### src/hw/rtl/soq_pkg.sv
// ----------------------------------------------------------------------------
// soq_pkg
// shared types and constants for the sorted order queue
// ----------------------------------------------------------------------------
package soq_pkg;

  localparam int DEPTH      = 16;
  localparam int FLOOR_BITS = 4;
  localparam int IDX_W      = $clog2(DEPTH);
  localparam int CNT_W      = $clog2(DEPTH + 1);
  localparam int ADDR_W     = 3;
  localparam int DATA_W     = 32;

  // register index taken from the word address
  localparam logic REG_MAX_PRIORITY  = 1'b0;
  localparam logic REG_MAX_DIRECTION = 1'b1;

  typedef enum logic [1:0] {
    REQ_INSERT    = 2'd0,
    REQ_DELETE    = 2'd1,
    REQ_DEL_FLOOR = 2'd2,
    REQ_CLEAR     = 2'd3
  } req_code_t;

  typedef enum logic [2:0] {
    ST_INSERTED = 3'd0,
    ST_DUPLICATE = 3'd1,
    ST_INVALID  = 3'd2,
    ST_FULL     = 3'd3,
    ST_REMOVED  = 3'd4
  } status_t;

  typedef struct packed {
    req_code_t   req_type;
    logic [1:0]  order_priority;
    logic [1:0]  order_direction;
    logic [3:0]  order_floor;
  } soq_req_t;

  typedef struct packed {
    status_t     status;
    logic [4:0]  entry_count;
    logic        head_valid;
    logic [1:0]  head_priority;
    logic [1:0]  head_direction;
    logic [3:0]  head_floor;
  } soq_res_t;

  // sort key: priority, then direction, then floor
  typedef struct packed {
    logic [1:0]            pri;
    logic [1:0]            dir;
    logic [FLOOR_BITS-1:0] flr;
  } key_t;

endpackage

### src/hw/rtl/sorted_order_queue.sv
// ----------------------------------------------------------------------------
// sorted_order_queue
// sorted order table with duplicate suppression and removal requests
// ----------------------------------------------------------------------------
// A transaction is taken when start is high and busy is low; exactly one
// result follows, shown on result for the single cycle in which done is high,
// and the receiver cannot stall it. The table lives in a simple dual-port
// memory (one read, one write per cycle) walked by a small sequencer, so the
// time per transaction is set by that one read port. An insert scans the
// table for its place; one that lands inside the table then shifts the
// entries above that point up by one slot before the new order is written.
// A duplicate or full insert ends after the scan. A delete or floor purge
// compacts the table in one pass, and a clear or rejected insert goes
// straight to the head read. The table needs no clearing pass after reset.
// ----------------------------------------------------------------------------
module sorted_order_queue (
  input  logic                          clk,
  input  logic                          rst,
  input  logic                          start,
  input  soq_pkg::soq_req_t             req,
  output logic                          busy,
  output logic                          done,
  output soq_pkg::soq_res_t             result,
  input  logic                          psel,
  input  logic                          penable,
  input  logic                          pwrite,
  input  logic [soq_pkg::ADDR_W-1:0]    paddr,
  input  logic [soq_pkg::DATA_W-1:0]    pwdata,
  output logic [soq_pkg::DATA_W-1:0]    prdata,
  output logic                          pready
);
  import soq_pkg::*;

  typedef enum logic [2:0] {
    S_IDLE, S_SCAN, S_SHIFT, S_PUT, S_COMPACT, S_HEAD, S_DONE
  } state_t;

  state_t            state;
  logic [1:0]        max_priority;
  logic [1:0]        max_direction;
  logic [CNT_W-1:0]  count;
  logic [CNT_W-1:0]  ptr;
  logic [CNT_W-1:0]  acc;
  logic              issue;
  logic              pend;
  logic [IDX_W-1:0]  pidx;
  logic              dup;
  logic              dropped;
  req_code_t         req_code;
  key_t              key;
  status_t           status;

  key_t              order_mem [DEPTH];
  key_t              rdata;
  logic              ren;
  logic [IDX_W-1:0]  raddr;
  logic              wen;
  logic [IDX_W-1:0]  waddr;
  key_t              wdata;

  key_t              in_key;
  logic              drop;
  logic              hit;
  logic              less;
  logic              dup_now;
  logic [CNT_W-1:0]  pos_now;
  logic              reg_sel;

  // config port
  assign pready  = 1'b1;
  assign reg_sel = paddr[2];
  always_comb begin
    prdata = '0;
    if (reg_sel == REG_MAX_PRIORITY) begin
      prdata[1:0] = max_priority;
    end else begin
      prdata[1:0] = max_direction;
    end
  end

  assign busy = (state != S_IDLE);

  assign in_key.pri = req.order_priority;
  assign in_key.dir = req.order_direction;
  assign in_key.flr = FLOOR_BITS'(req.order_floor);

  assign hit     = (rdata == key);
  assign less    = (rdata < key);
  assign dup_now = dup | hit;
  assign pos_now = acc + CNT_W'(less);
  assign drop    = (req_code == REQ_DEL_FLOOR) ? (rdata.flr == key.flr) : (hit && !dropped);

  // memory access control
  always_comb begin
    ren   = 1'b0;
    raddr = ptr[IDX_W-1:0];
    wen   = 1'b0;
    waddr = acc[IDX_W-1:0];
    wdata = rdata;
    unique case (state)
      S_SCAN, S_COMPACT: begin
        ren = issue;
        if (state == S_COMPACT) begin
          wen = pend && !drop;
        end
      end
      S_SHIFT: begin
        ren   = issue;
        wen   = pend;
        waddr = pidx + IDX_W'(1);
      end
      S_PUT: begin
        wen   = 1'b1;
        wdata = key;
      end
      S_HEAD: begin
        ren   = 1'b1;
        raddr = '0;
      end
      default: begin
      end
    endcase
  end

  always_ff @(posedge clk) begin
    if (wen) begin
      order_mem[waddr] <= wdata;
    end
    if (ren) begin
      rdata <= order_mem[raddr];
    end
  end

  // config registers
  always_ff @(posedge clk) begin
    if (rst) begin
      max_priority  <= 2'd1;
      max_direction <= 2'd1;
    end else if (psel && penable && pwrite && pready) begin
      if (reg_sel == REG_MAX_PRIORITY) begin
        max_priority <= pwdata[1:0];
      end else begin
        max_direction <= pwdata[1:0];
      end
    end
  end

  // sequencer
  always_ff @(posedge clk) begin
    if (rst) begin
      state <= S_IDLE;
      count <= '0;
      issue <= 1'b0;
      pend  <= 1'b0;
      done  <= 1'b0;
    end else begin
      done <= 1'b0;
      pend <= 1'b0;
      unique case (state)
        S_IDLE: begin
          if (start) begin
            req_code <= req.req_type;
            key      <= in_key;
            ptr      <= '0;
            acc      <= '0;
            dup      <= 1'b0;
            dropped  <= 1'b0;
            issue    <= 1'b1;
            status   <= ST_REMOVED;
            unique case (req.req_type)
              REQ_INSERT: begin
                if (req.order_priority > max_priority ||
                    req.order_direction > max_direction) begin
                  status <= ST_INVALID;
                  state  <= S_HEAD;
                end else if (count == '0) begin
                  state <= S_PUT;
                end else begin
                  state <= S_SCAN;
                end
              end
              REQ_DELETE, REQ_DEL_FLOOR: begin
                state <= (count == '0) ? S_HEAD : S_COMPACT;
              end
              REQ_CLEAR: begin
                count <= '0;
                state <= S_HEAD;
              end
            endcase
          end
        end
        S_SCAN, S_COMPACT: begin
          if (issue) begin
            pend <= 1'b1;
            pidx <= ptr[IDX_W-1:0];
            ptr  <= ptr + CNT_W'(1);
            if (ptr + CNT_W'(1) == count) begin
              issue <= 1'b0;
            end
          end
          if (pend && state == S_SCAN) begin
            dup <= dup_now;
            acc <= pos_now;
            if (!issue) begin
              if (dup_now) begin
                status <= ST_DUPLICATE;
                state  <= S_HEAD;
              end else if (count == CNT_W'(DEPTH)) begin
                status <= ST_FULL;
                state  <= S_HEAD;
              end else if (pos_now == count) begin
                state <= S_PUT;
              end else begin
                ptr   <= count - CNT_W'(1);
                issue <= 1'b1;
                state <= S_SHIFT;
              end
            end
          end
          if (pend && state == S_COMPACT) begin
            if (drop) begin
              dropped <= 1'b1;
            end else begin
              acc <= acc + CNT_W'(1);
            end
            if (!issue) begin
              count <= acc + CNT_W'(!drop);
              state <= S_HEAD;
            end
          end
        end
        S_SHIFT: begin
          if (issue) begin
            pend <= 1'b1;
            pidx <= ptr[IDX_W-1:0];
            if (ptr == acc) begin
              issue <= 1'b0;
            end else begin
              ptr <= ptr - CNT_W'(1);
            end
          end
          if (pend && !issue) begin
            state <= S_PUT;
          end
        end
        S_PUT: begin
          count  <= count + CNT_W'(1);
          status <= ST_INSERTED;
          state  <= S_HEAD;
        end
        S_HEAD: begin
          issue <= 1'b0;
          state <= S_DONE;
        end
        S_DONE: begin
          done                 <= 1'b1;
          result.status        <= status;
          result.entry_count   <= 5'(count);
          result.head_valid    <= (count != '0);
          if (count != '0) begin
            result.head_priority  <= rdata.pri;
            result.head_direction <= rdata.dir;
            result.head_floor     <= 4'(rdata.flr);
          end else begin
            result.head_priority  <= '0;
            result.head_direction <= '0;
            result.head_floor     <= '0;
          end
          state <= S_IDLE;
        end
        default: begin
          state <= S_IDLE;
        end
      endcase
    end
  end

endmodule

### config.mk
export PLATFORM = sky130hd
export DESIGN_NAME = sorted_order_queue
export DESIGN_NICKNAME = d
export VERILOG_FILES = /design/src/hw/rtl/soq_pkg.sv /design/src/hw/rtl/sorted_order_queue.sv
export SDC_FILE = /design/constraint.sdc
export NUM_CORES = 1
export LEC_CHECK = 0
export BUFFER_PORTS_ARGS = -buffer_cell sky130_fd_sc_hd__clkbuf_2
export CAP_MARGIN = 25
export CORE_ASPECT_RATIO = 2
export CORE_MARGIN = 1
export CORE_UTILIZATION = 63
export CTS_CLUSTER_SIZE = 24
export DETAILED_ROUTE_END_ITERATION = 7
export PLACE_DENSITY = 0.85
export RECOVER_POWER = 50
export SLEW_MARGIN = 40
export SYNTH_ARGS = -nofsm -noshare
export SYNTH_HDL_FRONTEND = slang
export SYNTH_SLANG_ARGS = --single-unit
### constraint.sdc
create_clock -name clk -period 7.5 [get_ports clk]
set_clock_uncertainty 0.15 [all_clocks]
set_input_delay 1.5 -clock clk [delete_from_list [all_inputs] [get_ports clk]]
set_output_delay 1.5 -clock clk [all_outputs]
set_load 0.03 [all_outputs]
### Word level (Yosys, flattened, before mapping)

Memory sizes are Yosys's and may differ from the RTL's. A register that Yosys moved wholly into a read port is not among the register bits.
Index checks and enable logic that the tools add are counted.
Widths: inputs -> output; s select.

| storage, ports and cells | value |
|---|---|
| flip-flop bits (word level) | 61 |
| bits in latches | 0 |
| memory bits (writable) | 128 |
| memory bits (read-only) | 0 |
| bits of input ports | 51 |
| output and inout bits | 52 |
| logic and storage cells | 172 |
| memories | 1 |

Memories:

| name | words | bits a word | read ports | clocked after memory_dff | write ports | RTL line | RTL |
|---|---|---|---|---|---|---|---|
| order_mem | 16 | 8 | 1 | 1 | 1 | sorted_order_queue.sv:53 | `key_t order_mem [DEPTH];` |

| cells by class | value |
|---|---|
| $add $sub $neg | 8 |
| $mul | 0 |
| divide/modulo/power cells | 0 |
| magnitude comparators | 3 |
| equality and inequality tests | 26 |
| shift operators | 0 |
| muxes and demuxes | 70 |
| bitwise logic cells | 4 |
| reductions and logical operators | 37 |

Operators with widths:

| operator | number |
|---|---|
| $mux 5 | 16 |
| $mux 3 | 16 |
| $pmux 5 s3 | 2 |
| $mux 1 | 22 |
| $pmux 3 s3 | 2 |
| $ne 2x2->1 const B | 8 |
| $add 5x1->5 const B | 3 |
| $eq 5x5->1 | 3 |
| $pmux 3 s5 | 1 |
| $reduce_and 5->1 | 3 |
| $add 5x1->5 | 2 |
| $pmux 5 s2 | 1 |
| $reduce_and 2->1 | 5 |
| $sub 5x1->5 const B | 2 |
| $eq 3x3->1 const B | 3 |
| $reduce_and 3->1 | 3 |
| $reduce_bool 3->1 | 3 |
| $eq 8x8->1 | 1 |
| $lt 8x8->1 | 1 |
| $mux 4 | 2 |
| $mux 8 | 1 |
| $logic_and 1x1->1 | 7 |
| $eq 2x2->1 const B | 3 |
| $eq 3x2->1 const B | 2 |
| other kinds (26) | 36 |

### Logic depth before layout (Yosys ltp)

| depth | value |
|---|---|
| word-level depth | 11 |
| gate-level depth with buffers | 16 |
| gate-level depth less buffers | 16 |

### Least setup slack after synthesis

No wires, ideal clock.

| timing | value |
|---|---|
| kind | input to register |
| from | input port rst |
| to | register result[0] (netlist name) (enable) |
| setup time | 0.435 ns |
| arrival time | 3.556 ns |
| required time | 6.915 ns |
| path slack | 3.360 ns |
| cell stages on the path | 3 |
| buffers on the path | 2 |
| path through | clkbuf_1 clkbuf_1 nor4_1 |

| on the way | value |
|---|---|
| cells in the longest elaborated chain, start to end | 2 |

RTL lines:

| what | RTL line | RTL |
|---|---|---|
| start: declaration | sorted_order_queue.sv:18 | `input logic rst,` |
| $not 1->1 (no line) | - |  |
| $reduce_and 2->1 (no line) | - |  |
| end: declaration | sorted_order_queue.sv:23 | `output soq_pkg::soq_res_t result,` |

Every way passes these cells.
A chain may end at the register's enable or synchronous reset.

### Worst setup path in the final report

| timing | value |
|---|---|
| from | register ptr[0] |
| to | register rdata[3] (netlist name) |

| on the way | value |
|---|---|
| cells in the longest elaborated chain, start to end | 1 |

RTL lines:

| what | RTL line | RTL |
|---|---|---|
| start: declaration | sorted_order_queue.sv:42 | `logic [CNT_W-1:0] ptr;` |
| start signal: assignment | sorted_order_queue.sv:196 | `ptr <= ptr + CNT_W'(1);` |
| start signal: assignment | sorted_order_queue.sv:214 | `ptr <= count - CNT_W'(1);` |
| start signal: assignment | sorted_order_queue.sv:239 | `ptr <= ptr - CNT_W'(1);` |
| $mux 4 | sorted_order_queue.sv:100 | `unique case (state)` |

Every way passes these cells.

==> run summary <==
The final wirelength is 22100 um, and the flip-flop and latch count after synthesis is 197. At the placement stage, the worst setup path has a slack of 3.46 ns. Of all nets on the critical path, the largest fanout is 60.

The later pin in the worst-skew pair is clocked with a latency of 0.44 ns. The most used flip-flop cell after synthesis is edfxtp_1. At the end of the flow, the number of nets in the layout was 891.

In this run the number of H-tree levels came out at 4. TritonCTS created 17 clock buffers. The logs give 6559 for the total number of vias and 15600 um for the placed wire-length estimate after detailed placement. The tree is rooted in a clkbuf_16. The cell area after technology mapping was 0.00949 mm2. Relative to the synthesized area, the layout overhead comes to 8.09%.

The placed standard-cell area was 0.00970 mm2; the I/O pin total was 103. The maximum buffer depth of the clock tree was 2. TritonCTS built the clock tree. Worst-path cell with the longest stage delay: clkbuf_1. The layout cell share with drive strength beyond 1 was 0.0893; the height of the die was 176 um.

The run gives 0 as the number of antenna violations at the first check in global routing. The flow ran to the end, but the final reports show violations. Count of cell types in the netlist: 64. The tools report the count of instances resized after the clock tree is built as 0.

The total of hold buffers inserted after clock tree synthesis is 0, and the final sum of negative setup slack is 0 ns. Setup violations remaining at the end of the flow were counted as 0. For the initial standard-cell utilization of the core, the log shows 0.644.

0 antenna diodes ended up in the layout. The worst register-to-register path has a depth of 7. The checks that failed: capacitance limit, slew limit. For this design, the sink count on the clock tree is 197. The all-layer global routing usage was 0.307. For the pin with the worst max-slew slack, the measured transition is 2.25 ns. The average instance in the mapped netlist occupies 11.9 um2. The run gives 538 as the violation count after the first detailed-route iteration. The final clock period utilization by the worst path was 0.584. STA classifies the critical path endpoint as a flip-flop. The floorplan step defined a die boundary enclosing 0.0156 mm2.

For the number of setup buffers added after CTS, the log shows 0. The number of global-route vias before repair is 6540, and the critical path arrival is 4.39 ns. In this run the static leakage power is 3.54 nW. The number of maximum-capacitance violations was 1; the average vias per placed instance was 6.41. The clock transition at the registers of the reported paths was 0.07 ns. The number of buffers added on ports was 39.

The cell count of the worst hold path was 0. The number of iterations in the first detailed-routing pass was 5. The number of design rule violations left after detail routing came out at 0. Dividing total power by cell area gives a power density of 402 mW/mm2.

In the layout the commonest cells are edfxtp_1, nand2_1, o21ai_0. The run gives 3.12 ns as the worst-case setup margin in the final layout. Routability-driven placement finished with a final weighted congestion of 0.975. Detailed-route wire length per cell: 21.6 um. The number of enable flip-flop cells after synthesis was 182; the critical path required time was 7.51 ns. The proportion of synthesized chip area in sequential cells came out at 0.607. The first global-routing pass estimated 34400 um of wire. Measured along the x axis, the die boundary spans 88.8 um.

The setup path with the least slack is of type reg -> reg. Synthesis produced a netlist whose cell count is 799. Traced cell by cell, the critical path runs through clkbuf_1 -> nand2_1 -> buf_4 -> o221ai_1 -> o21ai_0 -> o211ai_1 -> o221ai_1. Delay of the slowest cell on the worst path: 1.60 ns. The warning count from the yosys run was 0; the tightest slew margin relative to the limit was -0.502. Once layout is done, the placed cells without fillers occupy 0.0103 mm2.

The tools report the total global routing overflow as 0. Across the VDD grid, the largest voltage drop is 260 uV. The core region is 0.0147 mm2. Setup repair after global routing left no endpoint under its margin. The clock period could shrink to 4.38 ns.

The worst setup path is launched from a flip-flop. The class of the worst hold path is reg -> reg. The peak clock frequency supported by timing was 0.228 GHz; the share of flip-flops with an asynchronous set or reset was 0. The final-report max-slew violation count is 48. The run gives 0 as the number of nets with antenna violations after detailed routing. Dominant cell type by count on the critical path: o221ai_1. Entering global routing, the biggest net connects 61 pins. The final hold violation count was 0; the cell row count was 63. The leading cell type in the layout, fill and taps excluded was edfxtp_1.
final timing paths:
check	startpoint	to	slack [ns]
setup reg to reg	ptr[0]$_DFFE_PP_	rdata[3]$_DFFE_PP_	3.12
hold reg to reg	status[0]$_DFFE_PP_	result[14]$_DFFE_PP_	0.27
setup / recovery	ptr[0]$_DFFE_PP_	rdata[3]$_DFFE_PP_	3.12
hold / removal	status[0]$_DFFE_PP_	result[14]$_DFFE_PP_	0.27
sequential cells by signal (all words and copies together) (netlist names):
| signal | count |
|---|---|
| order_mem | 128 |
| acc | 5 |
| dup | 1 |
| pidx | 4 |
| ptr | 5 |
| key | 8 |
| req_code | 2 |
| max_direction | 2 |
| dropped | 1 |
| state | 3 |
| count | 5 |
| max_priority | 2 |
| done | 1 |
| pend | 1 |
| status | 3 |
| issue | 1 |
| rdata | 8 |
| result | 17 |
logic make-up after synthesis:
kind of cell / share of synthesized area
mux: 0.0264
compound gates: 0.133
simple gates: 0.109
flops: 0.607
other cells: 0.000791
fa+ha+maj: 0.0327
buf+inv: 0.0614
xor+xnor: 0.0294
metal layers:
layer,GRT usage,wire [um]
met1,0.317,7370
met2,0.527,11800
met3,0.0484,1110
met4,0.251,1820
met5,0,0
Yosys cell counts (9+ instances only):
| master | instances | share of area |
|---|---|---|
| xnor2_1 | 17 | 0.016 |
| edfxtp_1 | 182 | 0.58 |
| nor2_1 | 45 | 0.018 |
| clkbuf_1 | 34 | 0.013 |
| and2_1 | 9 | 0.0059 |
| dfxtp_1 | 15 | 0.032 |
| o21ai_0 | 53 | 0.028 |
| nand2_1 | 71 | 0.028 |
| xor2_1 | 13 | 0.012 |
| mux2_2 | 16 | 0.019 |
| ha_1 | 24 | 0.032 |
| nor3_1 | 11 | 0.0058 |
| buf_2 | 12 | 0.0063 |
| nand3_1 | 46 | 0.024 |
| a21oi_1 | 21 | 0.011 |
| inv_1 | 30 | 0.012 |
| buf_4 | 35 | 0.028 |
| o22ai_1 | 18 | 0.012 |
| o211ai_1 | 20 | 0.016 |
| o221ai_1 | 24 | 0.022 |
per-stage QoR:
stage          power (W)  cells  hold WS (ns)   util
2_1_floorplan    0.00271    828         0.250      -
3_3_place_gp     0.00309    992         0.255  0.658
3_5_place_dp     0.00316    992         0.263  0.658
4_1_cts          0.00412   1024         0.279  0.700
5_1_grt          0.00431   1024         0.281  0.696
6_report         0.00413   1024         0.274  0.696
worst max-delay path: cells and delay by family, from the launching register on:
kind / cells / cell delay, ns
buffers and inverters: 2 / 2.10
and+or+nand+nor: 1 / 0.49
DFF: 1 / 0.32
AOI/OAI and AO/OA: 4 / 1.00
area by class of cell:
cell class              instances  area (um2)
fillers                      1059        4480
flip-flops and latches        197        5770
inverters                      31         116
well taps                     195         244
multi-input cells             515        3270
repair buffers                 54         245
clock inverters                15         199
clock buffers                  17         425
where the power goes:
part | switching (W) | total (W) | internal (W)
clock | 0.000403 | 0.000965 | 0.000562
sequential | 0.000166 | 0.00162 | 0.00146
combinational | 0.00103 | 0.00154 | 0.000503
Note: power is estimated with default switching activity, not from simulation.
